==> src/rtl/script_source_tokenizer_macros.svh <==
`ifndef SCRIPT_SOURCE_TOKENIZER_MACROS_SVH
`define SCRIPT_SOURCE_TOKENIZER_MACROS_SVH

// same-cycle implication, checking off while reset is held
`define SST_ASSERT_NOW(label, clk, rst_n, ante, cons, msg) \
    label: assert property (@(posedge clk) disable iff (!rst_n) (ante) |-> (cons)) \
        else $error(msg);

// next-cycle implication, checking off while reset is held
`define SST_ASSERT_NEXT(label, clk, rst_n, ante, cons, msg) \
    label: assert property (@(posedge clk) disable iff (!rst_n) (ante) |=> (cons)) \
        else $error(msg);

`endif

==> src/rtl/sst_pkg.sv <==
package sst_pkg;

    localparam int KIND_W   = 4;
    localparam int START_W  = 16;
    localparam int LENGTH_W = 11;

    typedef enum logic [KIND_W-1:0] {
        TOK_KEYWORD  = 4'd0,
        TOK_IDENT    = 4'd1,
        TOK_DOT      = 4'd2,
        TOK_LPAREN   = 4'd3,
        TOK_RPAREN   = 4'd4,
        TOK_LBRACE   = 4'd5,
        TOK_RBRACE   = 4'd6,
        TOK_SEMI     = 4'd7,
        TOK_EQ       = 4'd8,
        TOK_EQEQ     = 4'd9,
        TOK_STRING   = 4'd10,
        TOK_NEWLINE  = 4'd11,
        TOK_NUMBER   = 4'd12,
        TOK_BAD_CHAR = 4'd13,
        TOK_TWO_DOTS = 4'd14,
        TOK_TOO_LONG = 4'd15
    } token_kind_t;

    typedef enum logic [2:0] {
        MODE_IDLE   = 3'd0,
        MODE_IDENT  = 3'd1,
        MODE_STRING = 3'd2,
        MODE_NUMBER = 3'd3,
        MODE_EQ     = 3'd4,
        MODE_HALT   = 3'd5
    } lex_mode_t;

    typedef struct packed {
        token_kind_t         kind;
        logic [START_W-1:0]  start;
        logic [LENGTH_W-1:0] length;
        logic                last;
    } token_t;

    // tokens produced by one character, in order; count is 0, 1 or 2
    typedef struct packed {
        logic [1:0] count;
        token_t     first;
        token_t     second;
    } token_pair_t;

endpackage

==> src/rtl/sst_if.sv <==
interface sst_char_if
    import sst_pkg::*;
();
    logic       valid;
    logic       ready;
    logic [7:0] ch;
    logic       end_of_text;

    modport source (output valid, output ch, output end_of_text, input ready);
    modport sink (input valid, input ch, input end_of_text, output ready);
endinterface

interface sst_token_if
    import sst_pkg::*;
();
    logic                valid;
    logic                ready;
    logic [KIND_W-1:0]   token_kind;
    logic [START_W-1:0]  start_pos;
    logic [LENGTH_W-1:0] length;
    logic                last_of_run;

    modport source (
        output valid, output token_kind, output start_pos, output length,
        output last_of_run, input ready
    );
    modport sink (
        input valid, input token_kind, input start_pos, input length,
        input last_of_run, output ready
    );
endinterface

==> src/rtl/sst_lexer.sv <==
`include "script_source_tokenizer_macros.svh"

module sst_lexer
    import sst_pkg::*;
#(
    parameter int MAX_TOKEN_LEN = 1024,
    parameter int POS_BITS      = 16
)
(
    input  logic        clk,
    input  logic        rst_n,
    input  logic        accept,
    input  logic [7:0]  ch,
    input  logic        end_of_text,
    output token_pair_t pair
);

    localparam int LEN_BITS = $clog2(MAX_TOKEN_LEN + 1);
    localparam logic [LEN_BITS-1:0] MAX_LEN = LEN_BITS'(MAX_TOKEN_LEN);
    localparam logic [LEN_BITS-1:0] LEN_ONE = LEN_BITS'(1);
    localparam logic [LEN_BITS-1:0] LEN_TWO = LEN_BITS'(2);

    // keyword prefix tracker codes
    localparam logic [2:0] KW_NONE  = 3'd0;
    localparam logic [2:0] KW_I     = 3'd1;
    localparam logic [2:0] KW_IF    = 3'd2;
    localparam logic [2:0] KW_C     = 3'd3;
    localparam logic [2:0] KW_CO    = 3'd4;
    localparam logic [2:0] KW_CON   = 3'd5;
    localparam logic [2:0] KW_CONS  = 3'd6;
    localparam logic [2:0] KW_CONST = 3'd7;

    typedef enum logic [3:0] {
        CLS_ALPHA,
        CLS_DIGIT,
        CLS_DOT,
        CLS_LPAREN,
        CLS_RPAREN,
        CLS_LBRACE,
        CLS_RBRACE,
        CLS_SEMI,
        CLS_NEWLINE,
        CLS_QUOTE,
        CLS_EQUAL,
        CLS_SPACE,
        CLS_BAD
    } char_class_t;

    typedef struct packed {
        logic                valid;
        token_kind_t         kind;
        logic [POS_BITS-1:0] start;
        logic [LEN_BITS-1:0] len;
    } raw_token_t;

    function automatic char_class_t classify(logic [7:0] c);
        char_class_t cls;
        if (c inside {["a":"z"], ["A":"Z"]}) cls = CLS_ALPHA;
        else if (c inside {["0":"9"]}) cls = CLS_DIGIT;
        else if (c inside {" ", "\t"}) cls = CLS_SPACE;
        else begin
            case (c)
                ".":     cls = CLS_DOT;
                "(":     cls = CLS_LPAREN;
                ")":     cls = CLS_RPAREN;
                "{":     cls = CLS_LBRACE;
                "}":     cls = CLS_RBRACE;
                ";":     cls = CLS_SEMI;
                "\n":    cls = CLS_NEWLINE;
                "\"":    cls = CLS_QUOTE;
                "=":     cls = CLS_EQUAL;
                default: cls = CLS_BAD;
            endcase
        end
        return cls;
    endfunction

    function automatic logic [2:0] kw_first(logic [7:0] c);
        logic [2:0] m;
        case (c)
            "i":     m = KW_I;
            "c":     m = KW_C;
            default: m = KW_NONE;
        endcase
        return m;
    endfunction

    function automatic logic [2:0] kw_next(logic [2:0] m, logic [7:0] c);
        logic [2:0] n;
        n = KW_NONE;
        if (m == KW_I && c == "f") n = KW_IF;
        if (m == KW_C && c == "o") n = KW_CO;
        if (m == KW_CO && c == "n") n = KW_CON;
        if (m == KW_CON && c == "s") n = KW_CONS;
        if (m == KW_CONS && c == "t") n = KW_CONST;
        return n;
    endfunction

    function automatic token_kind_t ident_kind(logic [2:0] m);
        return (m == KW_IF || m == KW_CONST) ? TOK_KEYWORD : TOK_IDENT;
    endfunction

    function automatic token_t to_token(raw_token_t r, logic last);
        token_t t;
        t.kind   = r.kind;
        t.start  = START_W'(r.start);
        t.length = LENGTH_W'(r.len);
        t.last   = last;
        return t;
    endfunction

    lex_mode_t           mode_reg, mode_next;
    logic [POS_BITS-1:0] pos_reg, pos_next;
    logic [POS_BITS-1:0] start_reg, start_next;
    logic [LEN_BITS-1:0] len_reg, len_next;
    logic                dot_reg, dot_next;
    logic [2:0]          kw_reg, kw_next_val;

    char_class_t         cls;
    logic                at_limit;
    logic [LEN_BITS-1:0] len_inc;

    // after the current mode has handled the character
    lex_mode_t           mode_mid;
    logic [POS_BITS-1:0] start_mid;
    logic [LEN_BITS-1:0] len_mid;
    logic                dot_mid;
    logic [2:0]          kw_mid;
    logic                run_idle;

    // after the idle-mode pass, before the end-of-text flush
    lex_mode_t           mode_fin;
    logic [POS_BITS-1:0] start_fin;
    logic [LEN_BITS-1:0] len_fin;
    logic                dot_fin;
    logic [2:0]          kw_fin;

    raw_token_t          tok_a, tok_b, tok_c;

    assign cls      = classify(ch);
    assign at_limit = (len_reg >= MAX_LEN);
    assign len_inc  = LEN_BITS'(len_reg + 1'b1);

    // current mode consumes the character or hands it to idle handling
    always_comb
    begin
        mode_mid    = mode_reg;
        start_mid   = start_reg;
        len_mid     = len_reg;
        dot_mid     = dot_reg;
        kw_mid      = kw_reg;
        run_idle    = 1'b0;
        tok_a.valid = 1'b0;
        tok_a.kind  = TOK_IDENT;
        tok_a.start = start_reg;
        tok_a.len   = len_reg;
        case (mode_reg)
            MODE_IDLE:
            begin
                run_idle = 1'b1;
            end
            MODE_IDENT:
            begin
                if (cls == CLS_ALPHA) begin
                    if (at_limit) begin
                        tok_a.valid = 1'b1;
                        tok_a.kind  = TOK_TOO_LONG;
                        tok_a.len   = MAX_LEN;
                        mode_mid    = MODE_HALT;
                    end else begin
                        len_mid = len_inc;
                        kw_mid  = kw_next(kw_reg, ch);
                    end
                end else begin
                    tok_a.valid = 1'b1;
                    tok_a.kind  = ident_kind(kw_reg);
                    mode_mid    = MODE_IDLE;
                    run_idle    = 1'b1;
                end
            end
            MODE_STRING:
            begin
                if (cls == CLS_QUOTE) begin
                    tok_a.valid = 1'b1;
                    tok_a.kind  = TOK_STRING;
                    mode_mid    = MODE_IDLE;
                end else if (at_limit) begin
                    tok_a.valid = 1'b1;
                    tok_a.kind  = TOK_TOO_LONG;
                    tok_a.len   = MAX_LEN;
                    mode_mid    = MODE_HALT;
                end else begin
                    len_mid = len_inc;
                end
            end
            MODE_NUMBER:
            begin
                if (cls == CLS_DIGIT || (cls == CLS_DOT && !dot_reg)) begin
                    if (at_limit) begin
                        tok_a.valid = 1'b1;
                        tok_a.kind  = TOK_TOO_LONG;
                        tok_a.len   = MAX_LEN;
                        mode_mid    = MODE_HALT;
                    end else begin
                        len_mid = len_inc;
                        dot_mid = dot_reg | (cls == CLS_DOT);
                    end
                end else if (cls == CLS_DOT) begin
                    tok_a.valid = 1'b1;
                    tok_a.kind  = TOK_TWO_DOTS;
                    mode_mid    = MODE_HALT;
                end else begin
                    tok_a.valid = 1'b1;
                    tok_a.kind  = TOK_NUMBER;
                    mode_mid    = MODE_IDLE;
                    run_idle    = 1'b1;
                end
            end
            MODE_EQ:
            begin
                tok_a.valid = 1'b1;
                mode_mid    = MODE_IDLE;
                if (cls == CLS_EQUAL) begin
                    tok_a.kind = TOK_EQEQ;
                    tok_a.len  = LEN_TWO;
                end else begin
                    tok_a.kind = TOK_EQ;
                    tok_a.len  = LEN_ONE;
                    run_idle   = 1'b1;
                end
            end
            default:
            begin
                // halted: characters are dropped until end of text
            end
        endcase
    end

    // idle-mode handling of the character
    always_comb
    begin
        mode_fin    = mode_mid;
        start_fin   = start_mid;
        len_fin     = len_mid;
        dot_fin     = dot_mid;
        kw_fin      = kw_mid;
        tok_b.valid = 1'b0;
        tok_b.kind  = TOK_BAD_CHAR;
        tok_b.start = pos_reg;
        tok_b.len   = LEN_ONE;
        if (run_idle) begin
            case (cls)
                CLS_ALPHA:
                begin
                    mode_fin  = MODE_IDENT;
                    start_fin = pos_reg;
                    len_fin   = LEN_ONE;
                    dot_fin   = 1'b0;
                    kw_fin    = kw_first(ch);
                end
                CLS_DIGIT:
                begin
                    mode_fin  = MODE_NUMBER;
                    start_fin = pos_reg;
                    len_fin   = LEN_ONE;
                    dot_fin   = 1'b0;
                    kw_fin    = KW_NONE;
                end
                CLS_QUOTE:
                begin
                    // string start points past the opening quote
                    mode_fin  = MODE_STRING;
                    start_fin = POS_BITS'(pos_reg + 1'b1);
                    len_fin   = '0;
                    dot_fin   = 1'b0;
                    kw_fin    = KW_NONE;
                end
                CLS_EQUAL:
                begin
                    mode_fin  = MODE_EQ;
                    start_fin = pos_reg;
                    len_fin   = LEN_ONE;
                    dot_fin   = 1'b0;
                    kw_fin    = KW_NONE;
                end
                CLS_DOT:
                begin
                    tok_b.valid = 1'b1;
                    tok_b.kind  = TOK_DOT;
                end
                CLS_LPAREN:
                begin
                    tok_b.valid = 1'b1;
                    tok_b.kind  = TOK_LPAREN;
                end
                CLS_RPAREN:
                begin
                    tok_b.valid = 1'b1;
                    tok_b.kind  = TOK_RPAREN;
                end
                CLS_LBRACE:
                begin
                    tok_b.valid = 1'b1;
                    tok_b.kind  = TOK_LBRACE;
                end
                CLS_RBRACE:
                begin
                    tok_b.valid = 1'b1;
                    tok_b.kind  = TOK_RBRACE;
                end
                CLS_SEMI:
                begin
                    tok_b.valid = 1'b1;
                    tok_b.kind  = TOK_SEMI;
                end
                CLS_NEWLINE:
                begin
                    tok_b.valid = 1'b1;
                    tok_b.kind  = TOK_NEWLINE;
                end
                CLS_SPACE:
                begin
                end
                default:
                begin
                    tok_b.valid = 1'b1;
                    tok_b.kind  = TOK_BAD_CHAR;
                    mode_fin    = MODE_HALT;
                end
            endcase
        end
    end

    // end-of-text flush and next state
    always_comb
    begin
        tok_c.valid = 1'b0;
        tok_c.kind  = TOK_NUMBER;
        tok_c.start = start_fin;
        tok_c.len   = len_fin;
        if (end_of_text) begin
            case (mode_fin)
                MODE_IDENT:
                begin
                    tok_c.valid = 1'b1;
                    tok_c.kind  = ident_kind(kw_fin);
                end
                MODE_NUMBER:
                begin
                    tok_c.valid = 1'b1;
                end
                MODE_EQ:
                begin
                    tok_c.valid = 1'b1;
                    tok_c.kind  = TOK_EQ;
                    tok_c.len   = LEN_ONE;
                end
                default:
                begin
                    // unterminated string or halt ends silently
                end
            endcase
            mode_next   = MODE_IDLE;
            pos_next    = '0;
            start_next  = '0;
            len_next    = '0;
            dot_next    = 1'b0;
            kw_next_val = KW_NONE;
        end else begin
            mode_next   = mode_fin;
            pos_next    = POS_BITS'(pos_reg + 1'b1);
            start_next  = start_fin;
            len_next    = len_fin;
            dot_next    = dot_fin;
            kw_next_val = kw_fin;
        end
    end

    // pack up to two tokens in order
    always_comb
    begin
        pair.count  = '0;
        pair.first  = to_token(tok_c, 1'b1);
        pair.second = to_token(tok_c, 1'b1);
        if (accept) begin
            pair.count = 2'(tok_a.valid) + 2'(tok_b.valid) + 2'(tok_c.valid);
        end
        if (tok_a.valid) begin
            pair.first = to_token(tok_a, !(tok_b.valid || tok_c.valid));
            if (tok_b.valid) pair.second = to_token(tok_b, 1'b1);
        end else if (tok_b.valid) begin
            pair.first = to_token(tok_b, !tok_c.valid);
        end
    end

    always_ff @(posedge clk or negedge rst_n)
    begin
        if (!rst_n) begin
            mode_reg  <= MODE_IDLE;
            pos_reg   <= '0;
            start_reg <= '0;
            len_reg   <= '0;
            dot_reg   <= 1'b0;
            kw_reg    <= KW_NONE;
        end else if (accept) begin
            mode_reg  <= mode_next;
            pos_reg   <= pos_next;
            start_reg <= start_next;
            len_reg   <= len_next;
            dot_reg   <= dot_next;
            kw_reg    <= kw_next_val;
        end
    end

    `SST_ASSERT_NEXT(eot_restarts_text, clk, rst_n, accept && end_of_text,
        pos_reg == '0 && mode_reg == MODE_IDLE && len_reg == '0, "text did not restart")
    `SST_ASSERT_NOW(halt_is_silent, clk, rst_n, accept && mode_reg == MODE_HALT,
        pair.count == 2'd0, "token emitted while halted")
    `SST_ASSERT_NOW(at_most_two_tokens, clk, rst_n, 1'b1,
        !(tok_a.valid && tok_b.valid && tok_c.valid), "three tokens from one character")

endmodule

==> src/rtl/sst_token_queue.sv <==
`include "script_source_tokenizer_macros.svh"

module sst_token_queue
    import sst_pkg::*;
(
    input  logic        clk,
    input  logic        rst_n,
    input  token_pair_t push,
    output logic        room,
    output logic        out_valid,
    input  logic        out_ready,
    output token_t      out_token
);

    localparam int DEPTH = 4;
    localparam int PTR_W = $clog2(DEPTH);
    localparam int CNT_W = $clog2(DEPTH + 1);

    token_t             entry_reg [DEPTH];
    logic [PTR_W-1:0]   wr_reg, wr_next;
    logic [PTR_W-1:0]   rd_reg, rd_next;
    logic [CNT_W-1:0]   count_reg, count_next;
    logic [PTR_W-1:0]   wr_plus;
    logic               pop;

    // room for a full pair keeps the input side free of the output stall
    assign room      = (count_reg <= CNT_W'(DEPTH - 2));
    assign out_valid = (count_reg != '0);
    assign out_token = entry_reg[rd_reg];
    assign pop       = out_valid && out_ready;
    assign wr_plus   = PTR_W'(wr_reg + 1'b1);

    assign wr_next    = PTR_W'(wr_reg + PTR_W'(push.count));
    assign rd_next    = PTR_W'(rd_reg + PTR_W'(pop));
    assign count_next = CNT_W'(count_reg + CNT_W'(push.count) - CNT_W'(pop));

    always_ff @(posedge clk)
    begin
        if (push.count != 2'd0) entry_reg[wr_reg] <= push.first;
        if (push.count == 2'd2) entry_reg[wr_plus] <= push.second;
    end

    always_ff @(posedge clk or negedge rst_n)
    begin
        if (!rst_n) begin
            wr_reg    <= '0;
            rd_reg    <= '0;
            count_reg <= '0;
        end else begin
            wr_reg    <= wr_next;
            rd_reg    <= rd_next;
            count_reg <= count_next;
        end
    end

    `SST_ASSERT_NOW(push_needs_room, clk, rst_n, push.count != 2'd0, room,
        "tokens pushed without room")
    `SST_ASSERT_NOW(count_in_range, clk, rst_n, 1'b1, count_reg <= CNT_W'(DEPTH),
        "queue count overflow")
    `SST_ASSERT_NEXT(empty_stays_empty, clk, rst_n,
        count_reg == '0 && push.count == 2'd0, !out_valid, "token appeared from nowhere")

endmodule

==> src/rtl/script_source_tokenizer.sv <==
// output: a token is offered on the output in the cycle after its character transfer,
//   when no earlier token is still waiting in the queue
// throughput: one character per cycle; a character that yields two tokens goes into a
//   four-entry token queue, and the input is held off while fewer than two entries are free
// reset: rst_n clears lexer state, position and queue; the first text starts at 0
module script_source_tokenizer
    import sst_pkg::*;
#(
    parameter int MAX_TOKEN_LEN = 1024,
    parameter int POS_BITS      = 16
)
(
    input  logic         clk,
    input  logic         rst_n,
    sst_char_if.sink     chars,
    sst_token_if.source  tokens
);

    token_pair_t pair;
    token_t      head;
    logic        room;
    logic        accept;

    assign chars.ready = room;
    assign accept      = chars.valid && room;

    sst_lexer #(
        .MAX_TOKEN_LEN (MAX_TOKEN_LEN),
        .POS_BITS      (POS_BITS)
    ) u_lexer (
        .clk         (clk),
        .rst_n       (rst_n),
        .accept      (accept),
        .ch          (chars.ch),
        .end_of_text (chars.end_of_text),
        .pair        (pair)
    );

    sst_token_queue u_queue (
        .clk       (clk),
        .rst_n     (rst_n),
        .push      (pair),
        .room      (room),
        .out_valid (tokens.valid),
        .out_ready (tokens.ready),
        .out_token (head)
    );

    assign tokens.token_kind  = head.kind;
    assign tokens.start_pos   = head.start;
    assign tokens.length      = head.length;
    assign tokens.last_of_run = head.last;

endmodule
==> src/flat_wrapper.sv <==
// flat-port wrapper written by rule: the top's interface ports become plain ports
module script_source_tokenizer_flat import sst_pkg::*;
#(
    parameter int MAX_TOKEN_LEN = 1024,
    parameter int POS_BITS      = 16
)
  (clk, rst_n, chars_valid, chars_ch, chars_end_of_text, chars_ready, tokens_valid, tokens_token_kind, tokens_start_pos, tokens_length, tokens_last_of_run, tokens_ready);
  sst_char_if chars_i ();
  sst_token_if tokens_i ();
  input  logic clk;
  input  logic rst_n;
  input wire logic [$bits(chars_i.valid)-1:0] chars_valid;
  input wire logic [$bits(chars_i.ch)-1:0] chars_ch;
  input wire logic [$bits(chars_i.end_of_text)-1:0] chars_end_of_text;
  output wire logic [$bits(chars_i.ready)-1:0] chars_ready;
  output wire logic [$bits(tokens_i.valid)-1:0] tokens_valid;
  output wire logic [$bits(tokens_i.token_kind)-1:0] tokens_token_kind;
  output wire logic [$bits(tokens_i.start_pos)-1:0] tokens_start_pos;
  output wire logic [$bits(tokens_i.length)-1:0] tokens_length;
  output wire logic [$bits(tokens_i.last_of_run)-1:0] tokens_last_of_run;
  input wire logic [$bits(tokens_i.ready)-1:0] tokens_ready;
  assign chars_i.valid = chars_valid;
  assign chars_i.ch = chars_ch;
  assign chars_i.end_of_text = chars_end_of_text;
  assign chars_ready = chars_i.ready;
  assign tokens_valid = tokens_i.valid;
  assign tokens_token_kind = tokens_i.token_kind;
  assign tokens_start_pos = tokens_i.start_pos;
  assign tokens_length = tokens_i.length;
  assign tokens_last_of_run = tokens_i.last_of_run;
  assign tokens_i.ready = tokens_ready;
  script_source_tokenizer #(.MAX_TOKEN_LEN(MAX_TOKEN_LEN), .POS_BITS(POS_BITS)) u_core (.clk(clk), .rst_n(rst_n), .chars(chars_i), .tokens(tokens_i));
endmodule
==> config.mk <==
export PLATFORM = sky130hd
export DESIGN_NAME = script_source_tokenizer_flat
export DESIGN_NICKNAME = d
export VERILOG_FILES = /design/src/rtl/sst_pkg.sv /design/src/rtl/sst_if.sv /design/src/rtl/sst_lexer.sv /design/src/rtl/sst_token_queue.sv /design/src/rtl/script_source_tokenizer.sv /design/src/flat_wrapper.sv
export VERILOG_INCLUDE_DIRS = /design/src /design/src/rtl
export SDC_FILE = /design/constraint.sdc
export NUM_CORES = 1
export LEC_CHECK = 0
export ABC_CLOCK_PERIOD_IN_PS = 6000
export BUFFER_PORTS_ARGS = -buffer_cell sky130_fd_sc_hd__buf_2
export CORE_MARGIN = 5
export CORE_UTILIZATION = 35
export CTS_CLUSTER_DIAMETER = 120
export DETAILED_ROUTE_END_ITERATION = 10
export GPL_ROUTABILITY_DRIVEN = 1
export PLACE_DENSITY_LB_ADDON = 0.05
export SYNTH_ARGS = -nofsm -noshare
export SYNTH_HDL_FRONTEND = slang
export SYNTH_HIERARCHICAL = 1
export SYNTH_SLANG_ARGS = --single-unit
==> constraint.sdc <==
create_clock -name clk -period 6 [get_ports clk]
set_input_delay 1.2 -clock clk [delete_from_list [all_inputs] [get_ports clk]]
set_output_delay 1.2 -clock clk [all_outputs]
set_load 0.02 [all_outputs]
==> results of run 1 <==
[final timing paths]
| kind | endpoint | from | slack [ns] | depth (start not counted) |
|---|---|---|---|---|
| max | u_core/u_queue/entry_reg[2][4] | chars_ch[4] | 0.77 | 15 |
| min | u_core/u_lexer/start_mid[6] | u_core/u_lexer/start_mid[6] | 0.52 | 1 |
| max reg2reg | u_core/u_queue/entry_reg[2][4] | u_core/u_lexer/mode_reg[2] | 1.42 | 15 |
| min reg2reg | u_core/u_lexer/start_mid[6] | u_core/u_lexer/start_mid[6] | 0.52 | 1 |
| max in group asynchronous | u_core/u_lexer/start_mid[15] | rst_n | 4.42 | 2 |
| min in group asynchronous | u_core/u_queue/rd_reg[1] | rst_n | 0.94 | 2 |
[cells in the mapped netlist (13+ instances only)]
library cell	instances	share of area [%]
dfrtp_1	57	12
a21oi_1	62	2.6
o21ai_0	51	2.2
mux2_2	117	11
o2bb2ai_1	27	2.0
edfxtp_1	128	33
nor2_1	67	2.1
mux2_1	14	1.3
clkbuf_1	38	1.2
mux4_2	32	6.1
buf_2	28	1.2
nand3_1	13	0.55
inv_1	15	0.48
nand2_1	74	2.4
nor3_1	14	0.59
nand2b_1	17	0.90
[routing by layer]
layer	global-route usage (%)	wire length, um	vias up
li1	-	-	3985
met1	27.9	18000	4097
met3	2.38	851	18
met4	3.20	282	0
met2	26.9	14900	118
met5	0	0	-
[critical path, cell delays in order]
cell	delay [ns]
buf_2	0.21
or3_1	0.45
o221a_2	0.35
a21oi_1	0.23
o211ai_1	0.27
nor3b_2	0.31
nor2_1	0.10
o21bai_1	0.24
and2_1	0.19
fa_1	0.41
and2_1	0.19
buf_4	0.19
nor4bb_4	0.32
buf_4	0.35
mux2_2	0.37
[power breakdown]
group / total [mW] / internal [mW] / switching (mW)
Combinational: 3.20 / 1.30 / 1.90
Clock: 1.18 / 0.658 / 0.522
Sequential: 2.20 / 1.92 / 0.279
Total: 6.58 / 3.88 / 2.70
[cells by family (layout without fill, tap and decap cells)]
group / count (synthesis) / after routing
buf+inv: 105 / 127
compound gates: 270 / 270
flops: 185 / 185
simple gates: 273 / 273
mux: 170 / 170
fa+ha+maj: 9 / 9
xor+xnor: 16 / 16
other cells: 1 / 1
[per-stage QoR]
stage               util (%)  power, mW
floorplan                  -       4.47
global placement        37.2       5.44
global route            39.0       7.00
detailed placement      37.2       5.44
CTS                     39.0       6.65
finish                  39.0       6.58
[cell type report]
type                            count  area, um^2
Inverter                           18        67.6
Multi-Input combinational cell    739        6040
Clock inverter                     15         175
Tap cell                          448         561
Fill cell                        3313       20300
Clock buffer                       17         425
Sequential cell                   185        5270
Timing Repair Buffer               77         488
==> flow_summary.toml, run 1 <==
[run_status]
status = "finished clean"

[layout]
drive_above_1_share_pct = 29.8
antenna_cells = 0
final_cell_area_um2 = 13000
fin_cells = 1499
final_cell_mix = "edfxtp_1, mux2_2, nand2_1"
layout_commonest_cell = "edfxtp_1"
finalNetCount = 1060
synthToLayoutAreaGrowth_pct = 10.5
largest_register_ffs = 128

[synth]
yosys.area_share.adder_pct = 1.08
muxShareOfSynthArea_pct = 19.2
synth_edf_count = 128
seq_area_frac_synth_pct = 44.7
yosys_register_bits = 185
avgSynthCellArea_um2 = 11.5
synth_top_family_by_area = "multiplexers"
async_reset_ff_share_pct = 30.8
synth_compound_area_share_pct = 16.5
syn_nets = 1051
synthCells = 1029
synthDistinctLibCells = 100
synthSimpleGateAreaFrac_pct = 12.5
yosys.area_share.xor_xnor_pct = 1.25
synth.cell_area_um2 = 11800
yosysWarnings = 6
synth_ff_type = "edfxtp_1"

[clocking]
cts_tree = "yes"
cts.clk_slew.worst_paths_ns = 0.08
cts.sinks = 185
cts_buffers = 17
cts_hold_buf = 0
post_cts_buffers = 0
root_buffer = "clkbuf_16"
clk_latency_ns = 0.43
cts_buffer_depth = 2
cts_resized = 0
htree_levels = 4

[critical_path]
path_class = "in2reg"
cp.arrival_ns = 5.41
critPathCaptureType = "flip-flop"
path_max_fanout = 22
crit_required_ns = 6.18
cp-start-kind = "primary input"

[sta]
hold_slack_ns = 0.524
max_clock_freq_ghz = 0.191
max_slew_margin_pct = 26.9
worstMarginPinSlew_ns = 1.09
rsz0062_at_grt = "false"
skew_ns = 0.0126
setup_viol = 0
min_period_ns = 5.23
final-hold-violation-count = 0
finalWorstSetupSlack_ns = 0.770
fin_tns_setup_ns = 0
fin_crit_sh_pct = 87.2
maxSlewViolCount = 0

[routing]
firstDrtPassIters = 4
viasPerCell = 5.48
drtIter0Drc = 530
vias = 8218
routed_wirelength_mm = 34.0
drcViolationCount = 0
ant_nets = 0
wl_per_cell_um = 22.7

[place]
portBuffers = 46
place_hpwl_mm = 22.7
place_ws_ns = 0.332
dpl_cell_area_um2 = 12400
place_inst = 1467
gp_congestion = 0.810

[floorplanning]
pin_count = 47
dieArea_um2 = 37400
die_y_um = 194
rows = 67
fp.dieW_um = 194
initial_core_util_pct = 35.3
core_area_um2 = 33400

[pwr]
ir_drop_uv = 300
p_leak_nw = 4.62
cellPowerDensity_nw_per_um2 = 505

[global_routing]
antenna_found_initial = 0
grt_use_total_pct = 17.9
grt_pass1_wl_mm = 52.8
grt_pass1_vias = 8163
grt_remaining_overflow = 0
grt_start_max_net_pins = 58

[job]
cap_violations = 0

[min_path]
hold_class = "reg2reg"
(Power assumes the default switching activity.)
==> inputs of run 2 (changes only) <==
==> constraint.sdc (replaced) <==
create_clock -name clk -period 6 [get_ports clk]
set_input_delay 0.6 -clock clk [delete_from_list [all_inputs] [get_ports clk]]
set_output_delay 0.6 -clock clk [all_outputs]
set_load 0.02 [all_outputs]
==> flow_summary.toml, run 2 (synthesis gave the netlist of run 1 again) <==
[min_path]
hold_class = "in2async"

[critical_path]
critPathTopFamily = "simple AND/OR/NAND/NOR gates"
path_max_fanout = 24
worstReg2RegEnd = "u_core/u_queue/entry_reg[3][31]"
crit_top_cell = "and2_1"
crit_chain = "buf_2, or4b_4, o221ai_1, o21ai_4, nor2b_2, a221oi_4, nor3_2, o21bai_1, and2_1, fa_1, and2_1, mux2i_1, nor2_4, buf_4"
path_class = "in2reg"
critPathCaptureType = "flip-flop"
r2r-start = "u_core/u_lexer/mode_reg[2]"
crit_required_ns = 6.13
cp-start-kind = "primary input"
reg2reg_depth = 13
slowest_stage = "nor2_4"
cp.arrival_ns = 5.09
critPathBufInv = 2
critPathMaxStageDelay_ns = 0.74
r2r_slack_ns = 1.09

[layout]
layout_commonest_cell = "edfxtp_1"
final_util_pct = 38.9
drive_above_1_share_pct = 29.4
synthToLayoutAreaGrowth_pct = 9.99
fill_cells = 3294
largest_register_ffs = 128
multiInputGateArea_um2 = 6040
seqCellArea_um2 = 5270
finalNetCount = 1056
final_cell_mix = "edfxtp_1, mux2_2, nand2_1"

[clocking]
cts_buffer_depth = 2
cts.sinks = 185
cts.clk_slew.worst_paths_ns = 0.07
htree_levels = 4
cts_hold_buf = 0
cts_tree = "yes"
clk_latency_ns = 0.43
cts_resized = 0
cts_buffers = 17
root_buffer = "clkbuf_16"
post_cts_buffers = 0

[sta]
final-hold-violation-count = 0
maxSlewViolCount = 0
min_period_ns = 4.96
setup_viol = 0
skew_ns = 0.00939
finalWorstSetupSlack_ns = 1.04
fin_tns_setup_ns = 0
max_clock_freq_ghz = 0.202
worstMarginPinSlew_ns = 1.16
max_slew_margin_pct = 22.6
fin_crit_sh_pct = 82.6
rsz0062_at_grt = "false"

[routing]
vias = 8504
viasPerCell = 5.68
drtIter0Drc = 560
ant_nets = 0
routed_wirelength_mm = 33.9
wl_per_cell_um = 22.7
firstDrtPassIters = 4
drcViolationCount = 0

[pwr]
p_int_mw = 3.84
cellPowerDensity_nw_per_um2 = 507
p_leak_nw = 4.59
netSwitchingFraction_pct = 41.6
p_sw_mw = 2.74
ir_drop_uv = 331
pwr-share-seq_pct = 32.8
p_clk_share_pct = 17.7
p_comb_share_pct = 49.5

[floorplanning]
dieArea_um2 = 37400
pin_count = 47
rows = 67
fp.dieW_um = 194
initial_core_util_pct = 35.3
die_y_um = 194
core_area_um2 = 33400

[place]
place_hpwl_mm = 22.9
gp_congestion = 0.800
place_ws_ns = 0.556
portBuffers = 46

[global_routing]
grt_start_max_net_pins = 51
grt_pass1_vias = 8238
grt_pass1_wl_mm = 52.5
grt_use_total_pct = 17.8
antenna_found_initial = 0
grt_remaining_overflow = 0

[job]
cap_violations = 0

[run_status]
status = "finished clean"
run 2: changes by cell type in the layout (fill, tap and decap cells not counted):
cell and delta:
clkbuf_1 +1, diode_2 +1, clkinv_2 -3, inv_6 +5, buf_12 -2, clkinvlp_4 +1, clkinv_4 -3, bufinv_16 -1
buf_4 -2, inv_8 +1, clkinvlp_2 -1
run 2: how the worst max path moves through the flow:
stage | startpoint | to | slack (ns) | cells after the start
3_3_place_gp | chars_ch[4] | u_core/u_queue/entry_reg[3][29] | 0.63 | 14
4_1_cts | chars_ch[4] | u_core/u_queue/entry_reg[3][31] | 1.01 | 14
3_5_place_dp | chars_ch[4] | u_core/u_queue/entry_reg[3][29] | 0.56 | 14
6_report | chars_ch[4] | u_core/u_queue/entry_reg[3][31] | 1.04 | 14
2_1_floorplan | chars_ch[4] | u_core/u_queue/entry_reg[2][0] | 0.59 | 13
5_1_grt | chars_ch[4] | u_core/u_queue/entry_reg[3][29] | 0.72 | 14
run 2: cell type report:
class	instances	share of cell area [%]
clock buffers	18	3.31
clock inverters	14	1.25
well taps	448	4.32
inverters	18	0.521
flip-flops and latches	185	40.7
repair buffers	73	3.34
diodes	1	0.0193
multi-input cells	739	46.6
run 2: power by group through the flow:
stage / logic (mW) / clock network (mW) / registers (mW)
floorplan: 2.43 / 0 / 2.04
global placement: 3.26 / 0 / 2.19
detailed placement: 3.25 / 0 / 2.19
CTS: 3.28 / 1.20 / 2.16
global route: 3.55 / 1.25 / 2.20
finish: 3.25 / 1.16 / 2.16
run 2: metrics by stage:
step / std cells / area, um^2 / hold WS (ns) / power, mW
6_report: 1496 / 13000 / 0.0551 / 6.58
5_1_grt: 1495 / 13000 / 0.0465 / 7.00
4_1_cts: 1495 / 13000 / 0.0431 / 6.65
3_5_place_dp: 1463 / 12400 / 0.501 / 5.44
3_3_place_gp: 1463 / 12400 / 0.499 / 5.46
2_1_floorplan: 1029 / 11800 / 0.304 / 4.47
run 2: layer usage:
metal	vias to the layer above	global-route usage [%]	wire [um]
met5	-	0	0
met4	0	3.62	289
met3	13	2.12	1170
met2	191	27.1	15200
met1	4318	27.3	17300
li1	3982	-	-
==> inputs of run 3 (changes only) <==
- ABC_CLOCK_PERIOD_IN_PS: 6000 -> 4400
- clock period: 6 -> 4.4 ns (I/O delays scaled with it)
==> flow_summary.toml, run 3 (synthesis gave the netlist of run 1 again) <==
[run_status]
status = "finished clean"

[sta]
final-hold-violation-count = 0
setup_viol = 0
skew_ns = 0.0139
worstMarginPinSlew_ns = 1.11
min_period_ns = 4.18
max_slew_margin_pct = 25.7
fin_crit_sh_pct = 95.0
rsz0062_at_grt = "false"
maxSlewViolCount = 0
max_clock_freq_ghz = 0.239
hold_slack_ns = 0.299

[layout]
final_cell_area_um2 = 13700
fill_cells = 3289
finalNetCount = 1133
synthToLayoutAreaGrowth_pct = 16.1
antenna_cells = 0
drive_above_1_share_pct = 34.1
fin_cells = 1572
seqCellArea_um2 = 5270
layout_commonest_cell = "edfxtp_1"
final_cell_mix = "edfxtp_1, mux2_2, buf_4"
multiInputGateArea_um2 = 6040
largest_register_ffs = 128

[clocking]
htree_levels = 4
cts_tree = "yes"
root_buffer = "clkbuf_16"
cts_buffers = 17
cts.clk_slew.worst_paths_ns = 0.07
cts_buffer_depth = 2
clk_latency_ns = 0.43
cts.sinks = 185
post_cts_buffers = 0

[global_routing]
grt_pass1_wl_mm = 53.8
antenna_found_initial = 0
grt_start_max_net_pins = 45
grt_pass1_vias = 8694
grt_remaining_overflow = 0
grt_use_total_pct = 18.2

[critical_path]
crit_required_ns = 4.58
reg2reg_depth = 12
path_class = "in2reg"
path_max_fanout = 17
cp-start-kind = "primary input"
cp.arrival_ns = 4.36
worstReg2RegEnd = "u_core/u_queue/entry_reg[2][13]"
r2r_slack_ns = 0.26
r2r-start = "u_core/u_lexer/mode_reg[0]"
critPathCaptureType = "flip-flop"

[floorplanning]
pin_count = 47
initial_core_util_pct = 35.3
core_area_um2 = 33400
rows = 67
die_y_um = 194
dieArea_um2 = 37400
fp.dieW_um = 194

[min_path]
hp-start = "tokens_ready"
hold_end = "u_core/u_queue/rd_reg[0]"
hold_class = "in2reg"
hold_depth = 3

[pwr]
p_leak_nw = 4.99
ir_drop_uv = 339
cellPowerDensity_nw_per_um2 = 665

[routing]
wl_per_cell_um = 21.8
vias = 8633
viasPerCell = 5.49
drtIter0Drc = 620
drcViolationCount = 0
routed_wirelength_mm = 34.2
firstDrtPassIters = 5
ant_nets = 0

[place]
place_hpwl_mm = 23.9
gp_congestion = 0.789
portBuffers = 46
dpl_cell_area_um2 = 13100
place_inst = 1539

[job]
cap_violations = 0
-- run 3: cell type report --
type | instances | area share [%]
clock inverter | 13 | 0.914
sequential | 185 | 38.5
tap | 448 | 4.10
clock buffer | 19 | 3.16
timing repair buffer | 150 | 8.69
inverter | 18 | 0.494
multi-input combinational | 739 | 44.1
-- run 3: worst max-delay path: stages --
cell	delay, ns
buf_2	0.12
buf_4	0.17
or3_1	0.41
o221a_2	0.27
a21oi_1	0.18
o211ai_1	0.16
nor3b_2	0.27
nor2_1	0.11
o21bai_1	0.28
and2_1	0.20
fa_1	0.41
and2_1	0.19
buf_12	0.14
nor4bb_4	0.29
buf_4	0.34
mux2_2	0.37
-- run 3: where the power goes --
group / switching [mW] / internal, mW
combinational: 2.61 / 1.99
clock: 0.696 / 0.787
sequential: 0.406 / 2.61
-- run 3: how the worst max path moves through the flow --
| stage | start | endpoint | slack (ns) | cells after the start |
|---|---|---|---|---|
| 3_3_place_gp | chars_ch[4] | u_core/u_queue/entry_reg[2][21] | -0.14 | 16 |
| 3_5_place_dp | chars_ch[4] | u_core/u_queue/entry_reg[2][8] | -0.22 | 16 |
| 2_1_floorplan | chars_ch[4] | u_core/u_queue/entry_reg[0][0] | -0.20 | 13 |
| 4_1_cts | chars_ch[4] | u_core/u_queue/entry_reg[2][13] | 0.24 | 16 |
| 5_1_grt | chars_ch[4] | u_core/u_queue/entry_reg[2][8] | 0.004 | 15 |
| 6_report | chars_ch[4] | u_core/u_queue/entry_reg[2][13] | 0.22 | 16 |
-- run 3: repair_timing --
| item | 4_1_cts | 5_1_grt |
|---|---|---|
| hold endpoints to repair | 13 | 0 |
| resized for setup | 0 | 0 |
| hold buffers | 1 | 0 |
-- run 3: per-layer routing --
metal / vias up / track usage [%] / wire, um
met5: - / 0 / 0
met4: 0 / 3.65 / 322
met3: 16 / 2.71 / 1280
met2: 186 / 27.7 / 15400
met1: 4290 / 27.7 / 17200
li1: 4141 / - / -
-- run 3: stage by stage --
step           setup TNS (ns)  total power [mW]  setup WS [ns]  util (%)
2_1_floorplan          -23.76              6.10         -0.200         -
3_3_place_gp           -10.07              7.67         -0.138      39.3
3_5_place_dp           -20.48              7.67         -0.218      39.3
4_1_cts                     0              9.20          0.236      41.0
5_1_grt                     0              9.70        0.00393      41.0
6_report                    0              9.10          0.218      41.0
